===== src/sv/dmc_pkg.sv =====
// Shared constants, codes and types of the Mahalanobis classifier.
`timescale 1ns / 1ps
package dmc_pkg;
  localparam int NUM_CLASSES  = 5;
  localparam int NUM_FEATURES = 4;
  localparam int FEAT_W       = 2;
  localparam int CLS_W        = $clog2(NUM_CLASSES);
  localparam int CNT_W        = $clog2(NUM_CLASSES + 1);
  localparam int ENTRIES      = NUM_CLASSES * NUM_FEATURES;
  localparam int ADDR_W       = CLS_W + FEAT_W;
  localparam int MEAN_W       = 40;
  localparam int VAR_W        = 48;
  localparam int DIST_W       = 48;
  localparam int BIAS_W       = 32;
  localparam int MAG_W        = 40;
  localparam int SQ_W         = 80;
  localparam int DIV_W        = 82;
  localparam int CFG_W        = 48;

  localparam logic [DIST_W-1:0] DIST_MAX        = {DIST_W{1'b1}};
  localparam logic [DIST_W-1:0] THRESHOLD_RESET = 48'd870122;
  localparam logic [BIAS_W-1:0] BIAS_RESET      = 32'd131072;

  localparam logic [0:0] REG_THRESHOLD = 1'b0;
  localparam logic [0:0] REG_BIAS      = 1'b1;

  localparam logic [0:0] MODE_LOAD     = 1'b0;
  localparam logic [0:0] MODE_CLASSIFY = 1'b1;

  localparam logic [1:0] VERDICT_UNKNOWN    = 2'd0;
  localparam logic [1:0] VERDICT_RECOGNIZED = 2'd1;
  localparam logic [1:0] VERDICT_AMBIGUOUS  = 2'd2;

  typedef enum logic [2:0] {
    SEQ_IDLE, SEQ_READ, SEQ_START, SEQ_WAIT, SEQ_CLASS, SEQ_FINISH
  } seq_state_t;

  typedef enum logic [2:0] {
    TU_IDLE, TU_SQUARE, TU_SCALE, TU_CHECK, TU_DIVIDE, TU_DONE
  } tu_state_t;

  typedef struct packed {
    logic                     start;
    logic signed [MEAN_W-1:0] feature;
  } tu_cmd_t;

  typedef struct packed {
    logic busy;
    logic done;
  } tu_status_t;

  typedef struct packed {
    logic [MEAN_W-1:0] mean;
    logic [VAR_W-1:0]  variance;
  } entry_t;
endpackage


===== src/sv/dmc_channels.sv =====
// Request and result channel interfaces of the classifier.
`timescale 1ns / 1ps
interface dmc_req_if;
  logic               valid;
  logic               ready;
  logic [0:0]         mode;
  logic [2:0]         class_index;
  logic [1:0]         feature_index;
  logic signed [39:0] mean_value;
  logic [47:0]        variance_value;
  logic signed [39:0] feature_area;
  logic signed [39:0] feature_hu_first;
  logic signed [39:0] feature_hu_second;
  logic signed [39:0] feature_perimeter;
  modport source (output valid, mode, class_index, feature_index, mean_value,
                  variance_value, feature_area, feature_hu_first, feature_hu_second,
                  feature_perimeter, input ready);
  modport sink (input valid, mode, class_index, feature_index, mean_value,
                variance_value, feature_area, feature_hu_first, feature_hu_second,
                feature_perimeter, output ready);
endinterface

interface dmc_rsp_if;
  logic        valid;
  logic        ready;
  logic [1:0]  verdict;
  logic [2:0]  match_count;
  logic [2:0]  best_class;
  logic [47:0] best_distance;
  modport source (output valid, verdict, match_count, best_class, best_distance,
                  input ready);
  modport sink (input valid, verdict, match_count, best_class, best_distance,
                output ready);
endinterface


===== src/sv/diagonal_mahalanobis_classifier.sv =====
// Top level: class table, term sequencer, class scoring and result register.
// A load is written at its accepting edge; a classify result is scored over 20 terms,
// each made by the 10-step square, 12-step divisor scale and 48-step divide, then summed
// per class; a saturated term skips its divide. A new request is taken only once the
// previous classify has reached the result register; one load per cycle while idle.
// Reset: rst (synchronous) idles the sequencer, drops the result, restores threshold and bias.
`timescale 1ns / 1ps
module diagonal_mahalanobis_classifier import dmc_pkg::*; (
  input  logic              clk,
  input  logic              rst,
  dmc_req_if.sink           request,
  dmc_rsp_if.source         result,
  input  logic              cfg_we,
  input  logic [0:0]        cfg_index,
  input  logic [CFG_W-1:0]  cfg_data
);
  seq_state_t state, state_next;

  logic [DIST_W-1:0]  threshold;
  logic [BIAS_W-1:0]  bias;
  logic [CLS_W-1:0]   cls;
  logic [FEAT_W-1:0]  feat;
  logic [DIST_W-1:0]  sum, best;
  logic [CLS_W-1:0]   best_cls;
  logic [CNT_W-1:0]   count;
  logic signed [MEAN_W-1:0] x_area, x_hu1, x_hu2, x_per;

  logic               req_take;
  logic               ram_we;
  logic [ADDR_W-1:0]  ram_waddr;
  entry_t             ram_wdata, ram_rdata;
  tu_cmd_t            tu_cmd;
  tu_status_t         tu_stat;
  logic [DIST_W-1:0]  term;
  logic [DIST_W:0]    sum_wide;
  logic               out_free;

  // Configuration writes
  always_ff @(posedge clk) begin
    if (rst) begin
      threshold <= THRESHOLD_RESET;
      bias      <= BIAS_RESET;
    end else if (cfg_we) begin
      unique case (cfg_index)
        REG_THRESHOLD: threshold <= cfg_data;
        REG_BIAS:      bias      <= cfg_data[BIAS_W-1:0];
        default:       ;
      endcase
    end
  end

  assign req_take  = request.valid && request.ready;
  assign ram_we    = req_take && (request.mode == MODE_LOAD)
                     && (int'(request.class_index) < NUM_CLASSES);
  assign ram_waddr = {CLS_W'(request.class_index), request.feature_index};
  assign ram_wdata = '{mean: request.mean_value, variance: request.variance_value};

  dmc_table_ram #(
    .WIDTH ($bits(entry_t)),
    .DEPTH (ENTRIES)
  ) u_table (
    .clk   (clk),
    .we    (ram_we),
    .waddr (ram_waddr),
    .wdata (ram_wdata),
    .raddr ({cls, feat}),
    .rdata (ram_rdata)
  );

  dmc_term_unit u_term (
    .clk    (clk),
    .rst    (rst),
    .cmd    (tu_cmd),
    .entry  (ram_rdata),
    .bias   (bias),
    .status (tu_stat),
    .term   (term)
  );

  assign out_free = !result.valid || result.ready;
  assign sum_wide = {1'b0, sum} + {1'b0, term};

  // Next state
  always_comb begin
    state_next = state;
    unique case (state)
      SEQ_IDLE:   if (req_take && request.mode == MODE_CLASSIFY) state_next = SEQ_READ;
      SEQ_READ:   state_next = SEQ_START;
      SEQ_START:  state_next = SEQ_WAIT;
      SEQ_WAIT: begin
        if (tu_stat.done) begin
          state_next = (feat == FEAT_W'(NUM_FEATURES - 1)) ? SEQ_CLASS : SEQ_READ;
        end
      end
      SEQ_CLASS:  state_next = (cls == CLS_W'(NUM_CLASSES - 1)) ? SEQ_FINISH : SEQ_READ;
      SEQ_FINISH: if (out_free) state_next = SEQ_IDLE;
      default:    state_next = SEQ_IDLE;
    endcase
  end

  // Outputs
  always_comb begin
    request.ready = (state == SEQ_IDLE);
    tu_cmd.start  = (state == SEQ_START);
    unique case (feat)
      2'd0:    tu_cmd.feature = x_area;
      2'd1:    tu_cmd.feature = x_hu1;
      2'd2:    tu_cmd.feature = x_hu2;
      default: tu_cmd.feature = x_per;
    endcase
  end

  always_ff @(posedge clk) begin
    if (rst) begin
      state <= SEQ_IDLE;
    end else begin
      state <= state_next;
    end
  end

  // Accumulate terms and score classes
  always_ff @(posedge clk) begin
    case (state)
      SEQ_IDLE: begin
        if (req_take) begin
          x_area   <= request.feature_area;
          x_hu1    <= request.feature_hu_first;
          x_hu2    <= request.feature_hu_second;
          x_per    <= request.feature_perimeter;
          cls      <= '0;
          feat     <= '0;
          sum      <= '0;
          best     <= threshold;
          best_cls <= '0;
          count    <= '0;
        end
      end
      SEQ_WAIT: begin
        if (tu_stat.done) begin
          sum <= sum_wide[DIST_W] ? DIST_MAX : sum_wide[DIST_W-1:0];
          if (feat != FEAT_W'(NUM_FEATURES - 1)) begin
            feat <= feat + 1'b1;
          end
        end
      end
      SEQ_CLASS: begin
        if (sum < threshold) begin
          count <= count + 1'b1;
          if (sum < best) begin
            best     <= sum;
            best_cls <= cls;
          end
        end
        sum  <= '0;
        feat <= '0;
        if (cls != CLS_W'(NUM_CLASSES - 1)) begin
          cls <= cls + 1'b1;
        end
      end
      default: ;
    endcase
  end

  // Result register
  always_ff @(posedge clk) begin
    if (rst) begin
      result.valid <= 1'b0;
    end else if (state == SEQ_FINISH && out_free) begin
      result.valid <= 1'b1;
    end else if (result.ready) begin
      result.valid <= 1'b0;
    end
  end

  always_ff @(posedge clk) begin
    if (state == SEQ_FINISH && out_free) begin
      result.verdict       <= (count == '0) ? VERDICT_UNKNOWN :
                              (count == CNT_W'(1)) ? VERDICT_RECOGNIZED : VERDICT_AMBIGUOUS;
      result.match_count   <= 3'(count);
      result.best_class    <= 3'(best_cls);
      result.best_distance <= best;
    end
  end
endmodule


===== src/sv/dmc_table_ram.sv =====
// Single-port-write, registered-read RAM for the class table.
`timescale 1ns / 1ps
module dmc_table_ram #(
  parameter int WIDTH = 88,
  parameter int DEPTH = 20
) (
  input  logic                     clk,
  input  logic                     we,
  input  logic [$clog2(DEPTH)-1:0] waddr,
  input  logic [WIDTH-1:0]         wdata,
  input  logic [$clog2(DEPTH)-1:0] raddr,
  output logic [WIDTH-1:0]         rdata
);
  logic [WIDTH-1:0] mem [DEPTH];

  // Write port
  always_ff @(posedge clk) begin
    if (we) begin
      mem[waddr] <= wdata;
    end
  end

  // Registered read port
  always_ff @(posedge clk) begin
    rdata <= mem[raddr];
  end
endmodule


===== src/sv/dmc_term_unit.sv =====
// Sequential term unit: square, divisor scale and restoring divide.
`timescale 1ns / 1ps
module dmc_term_unit import dmc_pkg::*; (
  input  logic                     clk,
  input  logic                     rst,
  input  tu_cmd_t                  cmd,
  input  entry_t                   entry,
  input  logic [BIAS_W-1:0]        bias,
  output tu_status_t               status,
  output logic [DIST_W-1:0]        term
);
  tu_state_t state, state_next;

  logic [DIV_W-1:0]   acc, mc, dv;
  logic [VAR_W-1:0]   mp;
  logic [VAR_W-1:0]   var_q;
  logic [BIAS_W-1:0]  bias_q;
  logic [3:0]         step;
  logic [5:0]         dcnt;
  logic [SQ_W-1:0]    sq;
  logic [DIV_W:0]     rem;
  logic [DIST_W-1:0]  lo;
  logic [DIST_W-1:0]  quo;

  logic signed [MEAN_W:0] diff;
  logic [MAG_W-1:0]       mag;
  logic [DIV_W-1:0]       acc_next;
  logic [DIV_W:0]         trial;
  logic                   sat;

  // Magnitude of the feature difference
  always_comb begin
    diff = {cmd.feature[MEAN_W-1], cmd.feature} - {entry.mean[MEAN_W-1], entry.mean};
    mag  = diff[MEAN_W] ? MAG_W'(-diff) : MAG_W'(diff);
  end

  // Shift-add step, one nibble of the multiplier per cycle
  assign acc_next = acc + mc * DIV_W'(mp[3:0]);
  assign trial    = {rem[DIV_W-1:0], lo[DIST_W-1]};
  assign sat      = {{(DIV_W-SQ_W+32){1'b0}}, sq[SQ_W-1:32]} >= dv;

  // Next state
  always_comb begin
    state_next = state;
    unique case (state)
      TU_IDLE:   if (cmd.start) state_next = TU_SQUARE;
      TU_SQUARE: if (step == 4'd9) state_next = TU_SCALE;
      TU_SCALE:  if (step == 4'd11) state_next = TU_CHECK;
      TU_CHECK:  state_next = sat ? TU_DONE : TU_DIVIDE;
      TU_DIVIDE: if (dcnt == 6'(DIST_W - 1)) state_next = TU_DONE;
      TU_DONE:   state_next = TU_IDLE;
      default:   state_next = TU_IDLE;
    endcase
  end

  // Outputs
  always_comb begin
    status.busy = (state != TU_IDLE);
    status.done = (state == TU_DONE);
    term        = quo;
  end

  always_ff @(posedge clk) begin
    if (rst) begin
      state <= TU_IDLE;
    end else begin
      state <= state_next;
    end
  end

  // Datapath
  always_ff @(posedge clk) begin
    unique case (state)
      TU_IDLE: begin
        if (cmd.start) begin
          mc     <= DIV_W'(mag);
          mp     <= VAR_W'(mag);
          acc    <= '0;
          step   <= '0;
          var_q  <= entry.variance;
          bias_q <= bias;
        end
      end
      TU_SQUARE: begin
        step <= step + 4'd1;
        if (step == 4'd9) begin
          sq   <= acc_next[SQ_W-1:0];
          mc   <= DIV_W'({1'b0, bias_q} + 33'h1_0000);
          mp   <= var_q;
          acc  <= DIV_W'({bias_q, 16'h0000});
          step <= '0;
        end else begin
          acc <= acc_next;
          mc  <= mc << 4;
          mp  <= mp >> 4;
        end
      end
      TU_SCALE: begin
        acc  <= acc_next;
        mc   <= mc << 4;
        mp   <= mp >> 4;
        step <= step + 4'd1;
        if (step == 4'd11) begin
          dv <= acc_next;
        end
      end
      TU_CHECK: begin
        rem  <= (DIV_W + 1)'(sq[SQ_W-1:32]);
        lo   <= {sq[31:0], 16'h0000};
        dcnt <= '0;
        quo  <= sat ? DIST_MAX : '0;
      end
      TU_DIVIDE: begin
        if (trial >= {1'b0, dv}) begin
          rem <= trial - {1'b0, dv};
          quo <= {quo[DIST_W-2:0], 1'b1};
        end else begin
          rem <= trial;
          quo <= {quo[DIST_W-2:0], 1'b0};
        end
        lo   <= lo << 1;
        dcnt <= dcnt + 6'd1;
      end
      TU_DONE: begin
      end
      default: begin
      end
    endcase
  end
endmodule


===== src/flat_wrapper.sv =====
// flat-port wrapper written by rule: the top's interface ports become plain ports
module diagonal_mahalanobis_classifier_flat import dmc_pkg::*;
  (clk, rst, cfg_we, cfg_index, cfg_data, request_valid, request_mode, request_class_index, request_feature_index, request_mean_value, request_variance_value, request_feature_area, request_feature_hu_first, request_feature_hu_second, request_feature_perimeter, request_ready, result_valid, result_verdict, result_match_count, result_best_class, result_best_distance, result_ready);
  dmc_req_if request_i ();
  dmc_rsp_if result_i ();
  input  logic clk;
  input  logic rst;
  input  logic cfg_we;
  input  logic [0:0] cfg_index;
  input  logic [CFG_W-1:0] cfg_data;
  input wire logic [$bits(request_i.valid)-1:0] request_valid;
  input wire logic [$bits(request_i.mode)-1:0] request_mode;
  input wire logic [$bits(request_i.class_index)-1:0] request_class_index;
  input wire logic [$bits(request_i.feature_index)-1:0] request_feature_index;
  input wire logic [$bits(request_i.mean_value)-1:0] request_mean_value;
  input wire logic [$bits(request_i.variance_value)-1:0] request_variance_value;
  input wire logic [$bits(request_i.feature_area)-1:0] request_feature_area;
  input wire logic [$bits(request_i.feature_hu_first)-1:0] request_feature_hu_first;
  input wire logic [$bits(request_i.feature_hu_second)-1:0] request_feature_hu_second;
  input wire logic [$bits(request_i.feature_perimeter)-1:0] request_feature_perimeter;
  output wire logic [$bits(request_i.ready)-1:0] request_ready;
  output wire logic [$bits(result_i.valid)-1:0] result_valid;
  output wire logic [$bits(result_i.verdict)-1:0] result_verdict;
  output wire logic [$bits(result_i.match_count)-1:0] result_match_count;
  output wire logic [$bits(result_i.best_class)-1:0] result_best_class;
  output wire logic [$bits(result_i.best_distance)-1:0] result_best_distance;
  input wire logic [$bits(result_i.ready)-1:0] result_ready;
  assign request_i.valid = request_valid;
  assign request_i.mode = request_mode;
  assign request_i.class_index = request_class_index;
  assign request_i.feature_index = request_feature_index;
  assign request_i.mean_value = request_mean_value;
  assign request_i.variance_value = request_variance_value;
  assign request_i.feature_area = request_feature_area;
  assign request_i.feature_hu_first = request_feature_hu_first;
  assign request_i.feature_hu_second = request_feature_hu_second;
  assign request_i.feature_perimeter = request_feature_perimeter;
  assign request_ready = request_i.ready;
  assign result_valid = result_i.valid;
  assign result_verdict = result_i.verdict;
  assign result_match_count = result_i.match_count;
  assign result_best_class = result_i.best_class;
  assign result_best_distance = result_i.best_distance;
  assign result_i.ready = result_ready;
  diagonal_mahalanobis_classifier u_core (.clk(clk), .rst(rst), .request(request_i), .result(result_i), .cfg_we(cfg_we), .cfg_index(cfg_index), .cfg_data(cfg_data));
endmodule

===== config.mk =====
export PLATFORM = sky130hd
export DESIGN_NAME = diagonal_mahalanobis_classifier_flat
export DESIGN_NICKNAME = d
export VERILOG_FILES = /design/src/sv/dmc_pkg.sv /design/src/sv/dmc_channels.sv /design/src/sv/diagonal_mahalanobis_classifier.sv /design/src/sv/dmc_table_ram.sv /design/src/sv/dmc_term_unit.sv /design/src/flat_wrapper.sv
export SDC_FILE = /design/constraint.sdc
export NUM_CORES = 2
export LEC_CHECK = 0
export BUFFER_PORTS_ARGS = -buffer_cell sky130_fd_sc_hd__buf_2
export CORE_ASPECT_RATIO = 1.2
export CORE_UTILIZATION = 40
export DETAILED_ROUTE_END_ITERATION = 16
export HOLD_SLACK_MARGIN = 0.1
export PLACE_DENSITY_LB_ADDON = 0.1
export RECOVER_POWER = 100
export SLEW_MARGIN = 20
export SYNTH_ARGS = -nofsm -noshare
export SYNTH_HDL_FRONTEND = slang
export SYNTH_HIERARCHICAL = 1
export SYNTH_SLANG_ARGS = --single-unit

===== constraint.sdc =====
create_clock -name clk -period 16.29 [get_ports clk]
set_input_delay 0 -clock clk [delete_from_list [all_inputs] [get_ports clk]]
set_output_delay 0 -clock clk [all_outputs]
set_load 0.02 [all_outputs]

==> results.cfg <==
[clock_tree]
clock-sinks = 2884
cts-htree-levels = 5
postCtsSetupBuffers = 0
path_clk_slew_ps = 60
cts_resized = 0
hold_buffers = 643
cts.path.max_buffers = 4
cts_tree = built
cts-buffers-inserted = 315
clk_latency_ps = 940
cts_root_buffer = clkbuf_16

[placed_design]
io_buffers = 365
pre_cts_ws_ps = 9133
place.gp.congestion = 0.8854
hpwl_um = 269600

[min_path]
holdCritStartpoint = cfg_index
whs_path_depth = 6
min_to = u_core/bias[28]$_SDFFE_PP0P_
min_path_type = in -> reg

[timing]
rsz0062_at_grt = false
timing.setup.tns_ps = 0
period_share_pct = 67.56
maxSlewHeadroom_pct = -502.5
final_max_slew_viol_count = 3803
worst_pin_slew_ps = 9037
setup_viol = 0
holdWs_ps = 282.1
hold_viol = 0
final.setup_skew_ps = 81.40
fmax_ghz = 0.09086
fin_crit_ps = 11010
setup_ws_ps = 5284

[setup_path]
cp_data_arrival_time_ps = 11650
timing.rr.start = u_core/feat[0]$_SDFFCE_PP0P_
path_buf_inv = 3
crit_fanout = 138
crit_slowest_cell = clkbuf_1
worst_r2r_endpoint = u_core/u_table/rdata[34]$_DFF_P_
cp-start-kind = register
crit_type = reg -> reg
endpoint_kind = register
rrSetupSlack_ps = 5280
worstPathRequired_ps = 16940
path_cells = buf_4 -> clkbuf_1 -> buf_4 -> mux4_2 -> a211oi_1 -> o31ai_1
crit_top_cell = buf_4
reg2reg_depth = 6
crit_family = buffers and inverters
critPathLaunch = u_core/feat[0]$_SDFFCE_PP0P_
slowest_delay_ps = 6260

[synth]
yosys_warnings = 6
ys_async_sr_fraction_pct = 0
synth_ff_type = edfxtp_1
synth_top_area_share_pct = 59.70
yosysMostFrequentCell = edfxtp_1
yosys.area.top_type = edfxtp_1
ys_seq_area_share_pct = 62.27
ys_ff_latch = 2884
synthCells = 10070
syn-cell-area_um2 = 136300
synth_edf_count = 2709
synthTopCellsByCount = edfxtp_1, nand2_1, inv_1
synth_cell_type_count = 99
ys_top_cells_by_area = edfxtp_1, mux2i_1, ha_1, fa_1, dfxtp_1
mappedNetlistNets = 11030
syn_area_per_cell_um2 = 13.53

[floorplan]
num_rows = 234
die_x_um = 534.8
ios = 366
die_h_um = 641.4
core-area_um2 = 338700
start_util_pct = 40.23
die-area_um2 = 343000

[outcome]
violations = capacitance limit, slew limit
outcome = finished with violations

[finish]
nets = 11970
drive_gt1_share_pct = 9.833
syn_to_final_growth_pct = 16.65
multiInputGateArea_um2 = 46560
num-fill-cells = 30130
ff_latch_area_um2 = 84850
final_core_util_pct = 46.92

[grt]
grt_pass1_wl_um = 615900
grt_max_degree = 142
overflow = 0
antenna_found_initial = 31
grt_pass1_vias = 89930
gr-usage-all-layers_pct = 24.48

[route]
routed_wl_um = 425600
vias_per_cell = 5.537
routedWlPerCell_um = 26.99
postRouteAntennaNets = 0
drtPass1Iterations = 7
vias = 87300
first_iter_violations = 6527
drc = 0

[flow_run]
cap_violations = 67
==> layer usage <==
metal | routed length (um) | up-vias | global-route usage [%]
met3 | 16060 | 677 | 2.622
met1 | 169400 | 45040 | 29.34
met4 | 18280 | 20 | 9.565
met2 | 221800 | 2127 | 44.82
li1 | - | 39430 | -
met5 | 122 | - | 0
==> final cells by class <==
class	instances	share of cell area [%]
flip-flops and latches	2884	53.38
multi-input cells	5951	29.29
repair buffers	1137	5.547
clock buffers	406	5.398
well taps	4484	3.530
inverters	718	1.697
clock inverters	172	1.130
diodes	15	0.02361
==> stage by stage <==
step                      area [um^2]  std cells
after floorplan                136300      10070
after global placement         143000      14530
after detailed placement       143000      14530
after CTS                      159800      15750
after global routing           158900      15760
final                          159000      15770
==> cell families (layout without fill, tap and decap cells) <==
| kind of cell | after synthesis | after routing | synth area share [%] |
|---|---|---|---|
| AO/OA/AOI/OAI | 2081 | 2081 | 10.35 |
| AND/OR/NAND/NOR | 2133 | 2133 | 7.742 |
| multiplexers | 801 | 801 | 6.865 |
| other | 0 | 15 | 0 |
| adder cells (fa/ha/maj) | 651 | 651 | 7.294 |
| flip-flops | 2884 | 2884 | 62.27 |
| XOR/XNOR | 285 | 285 | 1.832 |
| buffers and inverters | 1239 | 2433 | 3.647 |
==> placed cells by master (no fill, tap or decap), types with 38 or more instances in the layout <==
| cell type | n |
|---|---|
| buf_4 | 56 |
| dfxtp_1 | 175 |
| nand3_1 | 90 |
| dlygate4sd3_1 | 643 |
| a21oi_1 | 413 |
| edfxtp_1 | 2709 |
| clkinv_1 | 52 |
| and3_1 | 45 |
| xnor2_1 | 166 |
| and2_0 | 70 |
| a221o_1 | 66 |
| o22ai_1 | 270 |
| mux4_2 | 89 |
| a21o_1 | 274 |
| o21a_1 | 38 |
| ha_1 | 411 |
| o31ai_1 | 108 |
| a222oi_1 | 40 |
| o21bai_1 | 45 |
| fa_1 | 239 |
| nand4_1 | 109 |
| clkbuf_16 | 320 |
| and2_1 | 335 |
| buf_2 | 211 |
| xor2_1 | 119 |
| mux2i_1 | 534 |
| nor2b_1 | 138 |
| nor3_1 | 55 |
| clkbuf_1 | 282 |
| nand2_1 | 830 |
| inv_1 | 716 |
| o21ai_0 | 309 |
| a31oi_1 | 50 |
| a211oi_1 | 209 |
| nor2_1 | 276 |
| mux2_2 | 177 |
| clkinv_2 | 51 |
| o211ai_1 | 39 |
==> worst min-delay path: stages <==
cell and delay, ps:
dlygate4sd3_1 540, buf_2 140, nand2_1 60, buf_4 240
nand2_1 110, a21oi_1 50
==> sequential cells by signal, indices dropped and copies added, names as in the netlist, 40 cells and up <==
name	count
u_core/u_term/mp	48
u_core/u_term/sq	80
u_core/u_term/mc	82
u_core/u_term/dv	82
u_core/u_term/acc	82
u_core/x_per	40
u_core/u_term/rem	82
u_core/u_table/mem	1760
u_core/x_hu2	40
u_core/result.best_distance	48
u_core/x_hu1	40
u_core/threshold	48
u_core/best	48
u_core/u_table/rdata	88
u_core/u_term/var_q	48
u_core/sum	48
u_core/x_area	40
u_core/u_term/term	48
==> how the worst max path moves through the flow <==
stage	endpoint	slack, ps	depth (start not counted)
after floorplan	u_core/u_term/dcnt[0]$_SDFFCE_PN0P_	2930	3
after global placement	u_core/u_term/dv[75]$_DFFE_PP_	9100	19
after detailed placement	u_core/u_term/dv[75]$_DFFE_PP_	9130	19
after CTS	u_core/u_term/sq[75]$_DFFE_PP_	9120	19
after global routing	u_core/u_table/rdata[29]$_DFF_P_	4500	6
final	u_core/u_table/rdata[34]$_DFF_P_	5280	6
Power is not shown: default switching activity piles up to over one toggle a cycle in this logic, so the estimate is an artifact.
